## src/rtl/direct_mapped_cache_hit_check_top_macros.svh

```systemverilog
// ----------------------------------------------------------------------------
// Assertion macros for the direct-mapped cache hit check block
// Concurrent assertion wrappers; compiled out when ASSERT_OFF is set.
// ----------------------------------------------------------------------------
`ifndef DIRECT_MAPPED_CACHE_HIT_CHECK_TOP_MACROS_SVH
`define DIRECT_MAPPED_CACHE_HIT_CHECK_TOP_MACROS_SVH

`ifndef ASSERT_OFF
// property holds at every edge outside reset
`define DMC_ASSERT(lbl, clk, rstn, prop) \
  lbl: assert property (@(posedge clk) disable iff (!rstn) (prop)) \
    else $error("assertion failed: lbl");
// consequent holds in the cycle after the antecedent
`define DMC_ASSERT_NEXT(lbl, clk, rstn, ante, cons) \
  lbl: assert property (@(posedge clk) disable iff (!rstn) (ante) |=> (cons)) \
    else $error("assertion failed: lbl");
`else
`define DMC_ASSERT(lbl, clk, rstn, prop)
`define DMC_ASSERT_NEXT(lbl, clk, rstn, ante, cons)
`endif

`endif

```

## src/rtl/dmc_pkg.sv

```systemverilog
// ----------------------------------------------------------------------------
// dmc_pkg
// Shared widths, register codes, state and control types of the cache check.
// ----------------------------------------------------------------------------
package dmc_pkg;

  localparam int MAX_LINES_DEF = 16384;
  localparam int ADDR_W        = 32;
  localparam int TAG_W         = 30;
  localparam int LINE_IDX_W    = 14;
  localparam int CNT_W         = 32;
  localparam int BO_W          = 4;
  localparam int CS_W          = 5;
  localparam int CFG_DATA_W    = 5;
  localparam int CFG_IDX_W     = 1;

  // register indexes
  localparam logic [CFG_IDX_W-1:0] CFG_BLOCK_OFFSET = 1'b0;
  localparam logic [CFG_IDX_W-1:0] CFG_CACHE_SIZE   = 1'b1;

  localparam logic [BO_W-1:0] BO_RESET = 4'd4;
  localparam logic [CS_W-1:0] CS_RESET = 5'd12;
  localparam logic [BO_W-1:0] BO_MIN   = 4'd2;
  localparam logic [BO_W-1:0] BO_MAX   = 4'd8;

  typedef enum logic [1:0] {
    ST_CLEAR,
    ST_IDLE,
    ST_LOOKUP,
    ST_UPDATE
  } state_t;

  typedef struct packed {
    logic clr_we;  // clearing pass writes one line
    logic load;    // latch decoded address
    logic rd_en;   // read tag store
    logic update;  // compare, write on miss, load result
  } cmd_t;

  typedef struct packed {
    logic clr_done;
    logic out_stall;
  } sts_t;

endpackage

```

## src/rtl/dmc_ctrl.sv

```systemverilog
// ----------------------------------------------------------------------------
// dmc_ctrl
// Sequencer: clearing pass after reset, then accept, lookup, update per word.
// ----------------------------------------------------------------------------
module dmc_ctrl (
  input  logic          clk,
  input  logic          rst_n,
  input  logic          in_valid,
  output logic          in_ready,
  input  dmc_pkg::sts_t sts,
  output dmc_pkg::cmd_t cmd
);

  dmc_pkg::state_t state_r, state_nxt;

  always_ff @(posedge clk) begin
    if (!rst_n) begin
      state_r <= dmc_pkg::ST_CLEAR;
    end else begin
      state_r <= state_nxt;
    end
  end

  always_comb begin
    state_nxt = state_r;
    cmd       = '0;
    in_ready  = 1'b0;
    case (state_r)
      dmc_pkg::ST_CLEAR: begin
        cmd.clr_we = 1'b1;
        if (sts.clr_done) state_nxt = dmc_pkg::ST_IDLE;
      end
      dmc_pkg::ST_IDLE: begin
        in_ready = 1'b1;
        if (in_valid) begin
          cmd.load  = 1'b1;
          state_nxt = dmc_pkg::ST_LOOKUP;
        end
      end
      dmc_pkg::ST_LOOKUP: begin
        cmd.rd_en = 1'b1;
        state_nxt = dmc_pkg::ST_UPDATE;
      end
      dmc_pkg::ST_UPDATE: begin
        // hold until the result register is free
        if (!sts.out_stall) begin
          cmd.update = 1'b1;
          state_nxt  = dmc_pkg::ST_IDLE;
        end
      end
      default: state_nxt = dmc_pkg::ST_CLEAR;
    endcase
  end

endmodule

```

## config.mk

```make
export PLATFORM = sky130hd
export DESIGN_NAME = dmc_ctrl
export DESIGN_NICKNAME = d
export VERILOG_FILES = /design/src/rtl/direct_mapped_cache_hit_check_top_macros.svh /design/src/rtl/dmc_pkg.sv /design/src/rtl/dmc_ctrl.sv
export SDC_FILE = /design/constraint.sdc
export NUM_CORES = 1
export LEC_CHECK = 0
export BUFFER_PORTS_ARGS = -buffer_cell sky130_fd_sc_hd__buf_4
export CAP_MARGIN = 20
export CORE_AREA = 5 5 42 44
export CTS_BUF_LIST = sky130_fd_sc_hd__clkbuf_2
export DETAILED_ROUTE_END_ITERATION = 10
export DIE_AREA = 0 0 47 49
export GPL_ROUTABILITY_DRIVEN = 0
export PLACE_DENSITY = 0.38
export SKIP_LAST_GASP = 1
export SLEW_MARGIN = 20
export SYNTH_ARGS = -nofsm -noshare
export SYNTH_HDL_FRONTEND = slang
export SYNTH_SLANG_ARGS = --single-unit
```

## constraint.sdc

```tcl
create_clock -name clk -period 2.63 [get_ports clk]
set_input_delay 0.526 -clock clk [delete_from_list [all_inputs] [get_ports clk]]
set_output_delay 0.526 -clock clk [all_outputs]
set_load 0.01 [all_outputs]
```

* After elaboration in Yosys (flattened, before gate mapping)
Cells that the tools add are included.
** Word-level totals
- Output and inout bits :: 5
- Input port bits :: 5
- Register bits after elaboration :: 2
- Logic and storage cells :: 20
** Cells by class
- Mux-type cells :: 11
- Eq/ne operators :: 6
- Reduce and logical (&&, ||, !) cells :: 2
** Operator list (number)
- one-hot mux 2 bit (4 select lines) :: 1
- 2-to-1 mux 1 bit :: 7
- 2-to-1 mux 2 bit :: 3
- != test 2 bit (second input constant) :: 3
- equality test 2 bit (second input constant) :: 2
- AND reduction 3 bit :: 1
- equality test 2 x 1 -> 1 bit (second input constant) :: 1
- zero test 2 bit :: 1

* Longest topological paths before layout
Gate-level depths: netlist (run 1).
- Word-level depth :: 3
- Mapped depth :: 4
- Gate-level depth less buffers :: 4

* Least setup slack after synthesis (run 1)
Ideal clock, no wire load.
- Kind :: reg-to-reg
- Start :: register state_r[0]
- End :: register state_r[0]
- Setup time :: 0.072 ns
- Data required time :: 2.558 ns
- Path buffers :: 0
- Stages on the path, launching flop included :: 5
- Clock period less this slack :: 1.414 ns
- Data arrival time :: 1.342 ns
- Path slack :: 1.216 ns
- Cells stage by stage :: dfxtp_1 > inv_1 > ha_1 > a222oi_1 > mux2i_1
** On the way
- Cells in the longest elaborated chain, start to end :: 3
- Elaborated cells on any way between the ends :: 9
- Classes of those cells :: eq/ne (6); mux (1); reduce/logical (2)
** RTL lines
- start, declared :: RTL line dmc_ctrl.sv:14 : dmc_pkg::state_t state_r, state_nxt;
- start signal, assigned :: RTL line dmc_ctrl.sv:18 : state_r <= dmc_pkg::ST_CLEAR;
- start signal, assigned :: RTL line dmc_ctrl.sv:20 : state_r <= state_nxt;
- equality test 2 bit (tied with other cells) :: RTL line dmc_ctrl.sv:28 : case (state_r)
- != test 2 bit (no line)
- AND reduction 3 bit (no line)
Parallel ways exist; a longest one is shown, timed or not.
A chain may end at the register's enable or synchronous reset.

==> results by group, run 1 <==
Detailed routing
  – Drt pass-1 iters: 4
  – DRC: 0
  – Vias per cell: 3.46
  – Vias: 166
  – Wire per inst: 8.60 um
  – Detail Route Antenna Nets: 0
  – First-iteration detailed-routing DRC count: 3
  – Final WL: 413 um

Clocking
  – Clock latency on the worst-skew pair: 190 ps
  – Clock Path Buffers: 2
  – H-Tree Depth: 1
  – CTS resizes: 0
  – Num CTS Buffers: 3
  – Clk pin slew, worst setup/hold paths: 40 ps
  – Num Clock Sinks: 2
  – CTS Root Cell: clkbuf_2
  – CTS Hold Bufs: 0
  – Postcts setup bufs: 0
  – CTS tree: yes

Layout
  – Layout cell share with drive strength beyond 1: 40.6%
  – Max reg flops: 2
  – Nets@finish: 44
  – Reg with most FFs: state_r
  – Commonest non-fill, non-tap cells in the layout: buf_4 (9), ha_1 (5), inv_1 (4)
  – Commonest non-fill, non-tap cell in the layout: buf_4
  – Layout Cells excl Fill: 48
  – Biggest regs: state_r (2)
  – P&R area growth vs syn: 57.3%
  – Antenna Cells: 0

Global routing
  – Initial antenna violation count: 0
  – Total track usage: 4.22%
  – Overflow after GRT: 0
  – Vias in the first global route: 162
  – First-pass GRT wire length: 676 um
  – Largest net degree at the start of global routing: 6

Timing
  – Final Hold Fails: 0
  – Final Max Slew Viols: 0
  – Final Cycle Share: 64.7%
  – Rel. slew slack: 64.2%
  – Clock Skew: 9.16 ps
  – FMAX: 588 MHz
  – # setup viols final: 0
  – RSZ-0062 raised after global routing: no
  – Final Hold Slack: 499 ps
  – Setup TNS: 0 ps
  – Slew at the pin closest to its max-slew limit: 537 ps
  – Fin crit period: 1700 ps

Floorplanning
  – I/O pins: 10
  – Die width: 47 um
  – Core ar.: 1400 sq um
  – Row Count: 14
  – Starting Density: 12.8%
  – Die Y: 49 um
  – Total die area: 2300 sq um

Power
  – Pwr/cell area: 799 nW/um^2
  – Leak: 0.155 nW
  – Peak supply drop: 0.308 mV

Synth
  – Average size of a mapped cell: 8.95 sq um
  – Seq cells post-synth: 2
  – Total number of yosys warnings: 0
  – Yosys top cell area share: 35.0%
  – Synth top area cells: ha_1 (35%), dfxtp_1 (22%), mux2i_1 (11%), inv_1 (8.4%), nand2_1 (6.3%)
  – Distinct cell type count after synthesis: 9
  – Synth Instances: 20
  – Register area share after synthesis: 22.4%
  – Syn Nets: 30
  – Post-synth top area cell: ha_1
  – Synthesized area: 179 sq um

Placed design
  – Placed Cells: 45
  – Port Buf Inserts: 9
  – DP HPWL: 351 um

Setup path
  – Critical-path cell with the highest stage delay: dfxtp_1
  – Setup CP Type: register to primary output
  – Worst EP required: 2100 ps
  – CP Data Arrival Time: 1180 ps
  – Worst r2r path cells: 4
  – Max incr delay on CP: 360 ps
  – Reg2reg start: state_r[0]$_SDFFE_PN0P_
  – Crit Reg-Reg Endpoint: state_r[0]$_SDFFE_PN0P_
  – CP max FO: 4
  – Worst path bufs/invs: 2
  – R2R setup slack: 1070 ps
  – Cell family with most CP delay: flip-flops
  – CP Capture Type: primary output
  – Startpoint types: register
  – Worst-path cell chain: inv_1 > ha_1 > and2_2 > buf_4

Min path
  – WHS Endpoint: state_r[1]$_SDFFE_PN0P_
  – Hold Path Origin: state_r[1]$_SDFFE_PN0P_
  – Hold/Removal Path Class: register to register
  – Hold-critical path depth: 2

Outcome
  – Status: complete, no violations

Run
  – Max Cap Viol: 0
==> worst register-to-register path, stage by stage, from the launching register on <==
cell	delay, ps
dfxtp_1	400
inv_1	90
ha_1	220
a222oi_1	520
mux2i_1	250
==> power by group <==
part           total [mW]  switching (mW)  internal [mW]
combinational       0.122          0.0573         0.0646
clock              0.0486          0.0182         0.0304
sequential         0.0545          0.0133         0.0412
==> routing by layer <==
metal	up-vias	part of all wire [%]	global-route usage, %
li1	87	-	-
met1	67	48	5.47
met2	12	33	4.30
met3	0	19	3.69
met4	0	0	2.76
met5	-	0	0
==> through the flow <==
step / total power [mW] / cell area, sq um / utilization (%) / setup slack, ps
6_report: 0.225 / 282 / 20.1 / 928
5_1_grt: 0.248 / 282 / 20.1 / 832
4_1_cts: 0.228 / 282 / 20.1 / 909
3_5_place_dp: 0.178 / 267 / 19.0 / 1070
3_3_place_gp: 0.172 / 267 / 19.0 / 1150
2_1_floorplan: 0.127 / 179 / - / 1220
==> cells by family (layout without fill, tap and decap cells) <==
kind of cell,count (synthesis),in the layout,synth area share [%]
flops,2,2,22.4
mux,2,2,11.2
compound gates,1,1,5.59
simple gates,6,6,17.5
buf+inv,4,16,8.39
fa+ha+maj,5,5,35.0
==> worst max path at each step <==
stage | from | cells after the start | endpoint | slack (ps)
after detailed placement | state_r[0]$_SDFFE_PN0P_ | 4 | state_r[0]$_SDFFE_PN0P_ | 1070
final | state_r[1]$_SDFFE_PN0P_ | 4 | cmd[2] | 930
after global placement | state_r[1]$_SDFFE_PN0P_ | 4 | cmd[2] | 1150
after global routing | state_r[1]$_SDFFE_PN0P_ | 4 | cmd[2] | 830
after floorplan | state_r[0]$_SDFFE_PN0P_ | 4 | state_r[0]$_SDFFE_PN0P_ | 1220
after CTS | state_r[1]$_SDFFE_PN0P_ | 4 | cmd[2] | 910
==> Yosys cell counts <==
cell	n
ha_1	5
nor2b_1	1
nand2_1	3
mux2i_1	2
and2_2	1
a222oi_1	1
inv_1	4
nand2b_1	1
dfxtp_1	2
==> area by class of cell <==
class | count | area [sq um]
clock buffers | 3 | 15.0
fillers | 162 | 1120
inverters | 4 | 15.0
multi-input cells | 14 | 124
flip-flops and latches | 2 | 40.0
well taps | 16 | 20.0
repair buffers | 9 | 67.6
(Power assumes the default switching activity.)
==> run 2, diff against run 1 <==
--- a/config.mk
+++ b/config.mk
@@ -5,6 +5,7 @@
 export SDC_FILE = /design/constraint.sdc
 export NUM_CORES = 1
 export LEC_CHECK = 0
+export ABC_AREA = 1
 export BUFFER_PORTS_ARGS = -buffer_cell sky130_fd_sc_hd__buf_4
 export CAP_MARGIN = 20
 export CORE_AREA = 5 5 42 44
@@ -12,7 +13,7 @@
 export DETAILED_ROUTE_END_ITERATION = 10
 export DIE_AREA = 0 0 47 49
 export GPL_ROUTABILITY_DRIVEN = 0
-export PLACE_DENSITY = 0.38
+export PLACE_DENSITY = 0.41
 export SKIP_LAST_GASP = 1
 export SLEW_MARGIN = 20
 export SYNTH_ARGS = -nofsm -noshare
==> constraint.sdc (replaced) <==
create_clock -name clk -period 1.7 [get_ports clk]
set_input_delay 0.34 -clock clk [delete_from_list [all_inputs] [get_ports clk]]
set_output_delay 0.34 -clock clk [all_outputs]
set_load 0.01 [all_outputs]
==> run 2 against run 1 <==
  * Clock skew shrank 6.4 ps
  * Highest routed layer unchanged
  * Critical endpoint unchanged
  * First-iteration DRC count grew 33%
  * Via count grew 20%
  * Synthesized area grew 19%
  * Final area grew 12%
  * Die area is the same
  * Largest power group unchanged
  * Largest cell class unchanged
  * Register-to-register slack lost 490 ps
  * Routed wire length grew 0.97%
==> results by group, run 2 <==
Clocking
  – H-Tree Depth: 1 (unchanged)
  – Num Clock Sinks: 2 (unchanged)
  – CTS tree: yes
  – CTS Root Cell: clkbuf_2
  – Num CTS Buffers: 3 (unchanged)
  – Clock Path Buffers: 2 (unchanged)
  – Clk pin slew, worst setup/hold paths: 30 ps (about the same)
  – Postcts setup bufs: 0 (unchanged)
  – Clock latency on the worst-skew pair: 190 ps (about the same)
  – CTS Hold Bufs: 0 (unchanged)
  – CTS resizes: 0 (unchanged)

Timing
  – Final Max Slew Viols: 0 (unchanged)
  – Setup TNS: 0 ps (unchanged)
  – Final Hold Slack: 377 ps (-122 ps)
  – Clock Skew: 2.74 ps (-6.42 ps)
  – Fin crit period: 1430 ps
  – Final Cycle Share: 83.9%
  – RSZ-0062 raised after global routing: no
  – FMAX: 701 MHz
  – Final Hold Fails: 0 (unchanged)
  – Rel. slew slack: 90.0% (+26 points)
  – Slew at the pin closest to its max-slew limit: 150 ps (-387 ps)
  – # setup viols final: 0 (unchanged)

Min path
  – Hold Path Origin: rst_n
  – Hold/Removal Path Class: primary input to register

Synth
  – Ys flop type: dfxtp_1
  – Compound-Gate Fraction of Synth Area: 0% (-5.6 points)
  – Post-synth EDFFs: 0 (unchanged)
  – XOR/XNOR share of the synthesized area: 0% (unchanged)
  – Adder and majority gate portion of the synthesized area: 29.4% (-5.6 points)
  – Yosys top cell area share: 29.4% (-5.6 points)
  – Post-synthesis mux area share: 0% (-11 points)
  – Seq cells post-synth: 2 (unchanged)
  – Post-synth top cells: inv_1 (9), ha_1 (5), nand2_1 (5)
  – Distinct cell type count after synthesis: 9 (unchanged)
  – Synth Instances: 30 (+50%)
  – Main combinational cell family by area after synthesis: simple AND/OR/NAND/NOR gates
  – Average size of a mapped cell: 7.09 sq um (-21%)
  – Syn Nets: 40 (+33%)
  – Post-synthesis simple-gate area fraction: 35.9% (+18 points)
  – Async set-or-reset flop fraction in the synthesized netlist: 0% (unchanged)
  – Most frequent cell after synthesis: inv_1
  – Total number of yosys warnings: 0 (unchanged)
  – Post-synth top area cell: ha_1
  – Register area share after synthesis: 18.8% (-3.6 points)
  – Synth top area cells: ha_1 (29%), dfxtp_1 (19%), inv_1 (16%), nand2_1 (8.8%), nand2_2 (5.9%)
  – Synthesized area: 213 sq um (+19%)

Detailed routing
  – Final WL: 417 um (+0.97%)
  – Drt pass-1 iters: 4 (unchanged)
  – First-iteration detailed-routing DRC count: 4 (+1)
  – DRC: 0 (unchanged)
  – Wire per inst: 7.19 um (-16%)
  – Detail Route Antenna Nets: 0 (unchanged)
  – Vias per cell: 3.45 (-0.29%)
  – Vias: 200 (+20%)

Setup path
  – Cell family with most CP delay: flip-flops
  – Crit path capture: cmd[2]
  – CP Capture Type: primary output
  – CP max FO: 4 (unchanged)
  – Critical-path cell with the highest stage delay: dfxtp_1
  – Max incr delay on CP: 350 ps (about the same)
  – Crit path depth: 5 (+1)
  – CP Data Arrival Time: 1090 ps (-90 ps)
  – Worst r2r path cells: 6 (+2)
  – Most used cell, CP: inv_1
  – Worst path bufs/invs: 3 (+1)
  – Crit Reg-Reg Endpoint: state_r[1]$_SDFFE_PN0P_
  – Reg2reg start: state_r[0]$_SDFFE_PN0P_
  – Startpoint types: register
  – Worst EP required: 1360 ps (-740 ps)
  – R2R setup slack: 580 ps (-490 ps)
  – Crit path from: state_r[1]$_SDFFE_PN0P_
  – Setup CP Type: register to primary output
  – Worst-path cell chain: inv_1 > ha_1 > nand2_1 > inv_1 > buf_4

Floorplanning
  – Core ar.: 1400 sq um (unchanged)
  – Die Y: 49 um (unchanged)
  – Starting Density: 15.2% (+2.4 points)
  – I/O pins: 10 (unchanged)
  – Row Count: 14 (unchanged)
  – Die width: 47 um (unchanged)
  – Total die area: 2300 sq um (unchanged)

Layout
  – Reg with most FFs: state_r
  – P&R area growth vs syn: 48.2%
  – Antenna Cells: 0 (unchanged)
  – Max reg flops: 2 (unchanged)
  – Fill count: 166 (+2.5%)
  – Biggest regs: state_r (2)
  – Nets@finish: 54 (+23%)
  – Commonest non-fill, non-tap cells in the layout: inv_1 (9), buf_4 (9), nand2_1 (5), ha_1 (5)
  – Final design utilization: 22.5% (+2.4 points)
  – Layout cell share with drive strength beyond 1: 38.1% (-2.5 points)

Power
  – Pwr/cell area: 1370 nW/um^2 (+71%)
  – Peak supply drop: 0.346 mV (+12%)
  – Leak: 0.201 nW (+29%)

Global routing
  – Vias in the first global route: 187 (+15%)
  – Total track usage: 4.29% (+0.070 points)
  – First-pass GRT wire length: 683 um (+1.0%)
  – Initial antenna violation count: 0 (unchanged)
  – Largest net degree at the start of global routing: 5 (-1)
  – Overflow after GRT: 0 (unchanged)

Outcome
  – Status: complete, no violations

Placed design
  – DP HPWL: 345 um (-1.6%)
  – Port Buf Inserts: 9 (unchanged)

Run
  – Max Cap Viol: 0 (unchanged)
## run 2: through the flow
step / area (sq um) / total power, mW / instances / setup slack [ps]
CTS: 315 / 0.443 / 58 / 250
detailed placement: 300 / 0.362 / 55 / 471
global route: 315 / 0.486 / 58 / 182
finish: 315 / 0.432 / 58 / 273
floorplan: 213 / 0.268 / 30 / 561
global placement: 300 / 0.363 / 55 / 473
## run 2: tightest hold or removal path, cell delays in order
cell and delay [ps]:
buf_4 80, nand2_1 40, nor2_1 70
## run 2: cell type report
type / count / area [sq um] / area share, %
Tap cell: 16 / 20.0 / 6.35
Inverter: 9 / 33.8 / 10.7
Timing Repair Buffer: 9 / 67.6 / 21.4
Clock buffer: 3 / 15.0 / 4.76
Multi-Input combinational cell: 19 / 139 / 44.0
Sequential cell: 2 / 40.0 / 12.7
## run 2: logic make-up after synthesis
kind of cell | Yosys count
flops | 2
fa+ha+maj | 5
buf+inv | 9
simple gates | 14
## run 2: how the worst min path moves through the flow
stage / to / slack [ps] / cells past startpoint
after global placement: state_r[0]$_SDFFE_PN0P_ / 590 / 3
after global routing: state_r[0]$_SDFFE_PN0P_ / 380 / 3
after detailed placement: state_r[0]$_SDFFE_PN0P_ / 580 / 3
final: state_r[0]$_SDFFE_PN0P_ / 380 / 3
after floorplan: state_r[0]$_SDFFE_PN0P_ / 460 / 2
after CTS: state_r[0]$_SDFFE_PN0P_ / 370 / 3
## run 2: report_power, final
| part | internal [mW] | switching, mW | total [mW] |
|---|---|---|---|
| logic | 0.126 | 0.146 | 0.271 |
| clock network | 0.0470 | 0.0278 | 0.0748 |
| registers | 0.0670 | 0.0187 | 0.0856 |
## run 2: metal layers
metal,track usage (%),wire (um)
met1,5.03,180
met2,5.20,168
met3,3.32,68
met4,2.76,0
met5,0,0
==> run 3, diff against run 2 <==
--- a/config.mk
+++ b/config.mk
@@ -13,7 +13,7 @@
 export DETAILED_ROUTE_END_ITERATION = 10
 export DIE_AREA = 0 0 47 49
 export GPL_ROUTABILITY_DRIVEN = 0
-export PLACE_DENSITY = 0.41
+export PLACE_DENSITY = 0.42
 export SKIP_LAST_GASP = 1
 export SLEW_MARGIN = 20
 export SYNTH_ARGS = -nofsm -noshare
==> constraint.sdc (replaced) <==
create_clock -name clk -period 1.16 [get_ports clk]
set_input_delay 0.232 -clock clk [delete_from_list [all_inputs] [get_ports clk]]
set_output_delay 0.232 -clock clk [all_outputs]
set_load 0.01 [all_outputs]
==> run 3 against run 2 <==
  * The run now ends with negative setup slack left
  * First-iteration DRC count fell by 75%
  * Sequential cell count did not move
  * Worst hold slack got worse by 96 ps
  * Via count rose by 7.0%
  * Non-clock buffer count rose by 3
  * Total power rose by 110%
  * Die area did not move
  * Final area rose by 33%
  * Sequential power rose by 110%
  * Routed wire length rose by 25%
  * Critical endpoint unchanged
  * Highest routed layer is now met4
==> results by group, run 3 (same netlist as run 2, synthesis figures left out) <==
Timing
  – FMAX: 828 MHz
  – # setup viols final: 2 (+2)
  – Final worst slack: -47.5 ps (-321 ps)
  – Slew at the pin closest to its max-slew limit: 105 ps (-44.6 ps)
  – Clock Skew: 1.08 ps (-1.66 ps)
  – Final Hold Fails: 0 (unchanged)
  – RSZ-0062 raised after global routing: yes
  – Fin crit period: 1210 ps
  – Final Cycle Share: 104%
  – Setup TNS: -53.3 ps (-53.3 ps)
  – Rel. slew slack: 93.0% (+3.0 points)
  – Final Max Slew Viols: 0 (unchanged)

Min path
  – Hold Path Origin: rst_n
  – Hold/Removal Path Class: primary input to register
  – Hold-critical path depth: 3 (unchanged)
  – WHS Endpoint: state_r[1]$_SDFFE_PN0P_

Clocking
  – Clock latency on the worst-skew pair: 190 ps (about the same)
  – Num Clock Sinks: 2 (unchanged)
  – H-Tree Depth: 1 (unchanged)
  – Clock Path Buffers: 2 (unchanged)
  – Num CTS Buffers: 3 (unchanged)
  – Clk pin slew, worst setup/hold paths: 30 ps (about the same)
  – CTS Root Cell: clkbuf_2
  – CTS tree: yes

Setup path
  – Reg2reg start: state_r[1]$_SDFFE_PN0P_
  – CP Data Arrival Time: 980 ps (-110 ps)
  – Worst-path cell chain: inv_6 > ha_4 > nand2_2 > inv_1 > buf_6
  – CP max FO: 3 (-1)
  – Critical-path cell with the highest stage delay: dfxtp_4
  – Crit Reg-Reg Endpoint: state_r[0]$_SDFFE_PN0P_
  – CP Capture Type: primary output
  – Startpoint types: register
  – Worst r2r path cells: 8 (+2)
  – Cell family with most CP delay: flip-flops
  – Setup CP Type: register to primary output
  – Worst path bufs/invs: 3 (unchanged)
  – Max incr delay on CP: 380 ps (+30 ps)
  – Worst EP required: 930 ps (-430 ps)
  – R2R setup slack: 90 ps (-490 ps)

Floorplanning
  – Starting Density: 15.2% (unchanged)
  – Die width: 47 um (unchanged)
  – Die Y: 49 um (unchanged)
  – Row Count: 14 (unchanged)
  – Total die area: 2300 sq um (unchanged)
  – Core ar.: 1400 sq um (unchanged)
  – I/O pins: 10 (unchanged)

Outcome
  – Status: finished, violations left
  – Violated checks: negative setup slack

Global routing
  – Total track usage: 6.12% (+1.8 points)
  – First-pass GRT wire length: 966 um (+41%)
  – Vias in the first global route: 222 (+19%)
  – Overflow after GRT: 0 (unchanged)
  – Largest net degree at the start of global routing: 5 (unchanged)
  – Initial antenna violation count: 0 (unchanged)

Detailed routing
  – First-iteration detailed-routing DRC count: 1 (-3)
  – Detail Route Antenna Nets: 0 (unchanged)
  – DRC: 0 (unchanged)
  – Wire per inst: 8.54 um (+19%)
  – Drt pass-1 iters: 2 (-2)
  – Final WL: 521 um (+25%)
  – Vias per cell: 3.51 (+1.7%)
  – Vias: 214 (+7.0%)

Layout
  – Reg with most FFs: state_r
  – Max reg flops: 2 (unchanged)
  – P&R area growth vs syn: 96.5%
  – Layout cell share with drive strength beyond 1: 64.4% (+26 points)
  – Nets@finish: 57 (+5.6%)
  – Layout Cells excl Fill: 61 (+5.2%)
  – Antenna Cells: 0 (unchanged)
  – Commonest non-fill, non-tap cell in the layout: buf_4
  – Fill count: 149 (-10%)
  – Biggest regs: state_r (2)
  – Commonest non-fill, non-tap cells in the layout: buf_4 (8), inv_1 (7), nand2_1 (4), buf_6 (4)

Power
  – Pwr Total: 0.893 mW (+110%)
  – Peak supply drop: 0.577 mV (+67%)
  – Leak: 0.226 nW (+12%)
  – Pwr/cell area: 2140 nW/um^2 (+56%)

Placed design
  – Setup WS pre-CTS: 0.438 ps (-471 ps)
  – Port Buf Inserts: 9 (unchanged)
  – DP HPWL: 366 um (+6.0%)
  – Placed Cells: 55 (unchanged)

Run
  – Max Cap Viol: 0 (unchanged)
## run 3: routing by layer
layer  track usage, %  vias to the layer above  part of all wire [%]
li1                 -                      118                     -
met1             7.66                       85                    41
met2             7.01                        9                    45
met3             5.54                        2                    13
met4             2.76                        0                   1.2
met5                0                        -                     0
## run 3: tightest hold or removal path: cells and delay by family
kind | cells | cell delay [ps]
buffers and inverters | 1 | 110
and+or+nand+nor | 2 | 80
## run 3: final cells by class
cell class / count / area [sq um] / area share (%)
inverters: 9 / 41.3 / 9.88
repair buffers: 12 / 105 / 25.1
clock buffers: 3 / 15.0 / 3.59
flip-flops and latches: 2 / 47.5 / 11.4
well taps: 16 / 20.0 / 4.79
multi-input cells: 19 / 189 / 45.2
## run 3: through the flow
step	instance area, sq um	utilization (%)	hold slack [ps]
2_1_floorplan	213	-	353
3_3_place_gp	300	21.4	481
3_5_place_dp	300	21.4	483
4_1_cts	398	28.4	265
5_1_grt	418	29.8	277
6_report	418	29.8	281
## run 3: worst max path at each step
stage          slack, ps                     from  cells after the start                 endpoint
2_1_floorplan         90  state_r[0]$_SDFFE_PN0P_                      7  state_r[1]$_SDFFE_PN0P_
3_3_place_gp          30  state_r[0]$_SDFFE_PN0P_                      6  state_r[1]$_SDFFE_PN0P_
3_5_place_dp         0.4  state_r[0]$_SDFFE_PN0P_                      7  state_r[0]$_SDFFE_PN0P_
4_1_cts              -60  state_r[1]$_SDFFE_PN0P_                      5                   cmd[2]
5_1_grt             -110  state_r[0]$_SDFFE_PN0P_                      4                   cmd[0]
6_report             -50  state_r[1]$_SDFFE_PN0P_                      5                   cmd[2]
## run 3: where the power goes
part / internal, mW / switching [mW]
clock: 0.0685 / 0.0378
sequential: 0.115 / 0.0649
combinational: 0.333 / 0.274
total: 0.517 / 0.377
## run 3: repair_timing
item	4_1_cts	5_1_grt
setup buffers	3	0
endpoints found under the setup margin	6	7
pin swaps	3	6
hold endpoints to repair	0	0
gates resized for setup	17	6
hold buffers	0	0
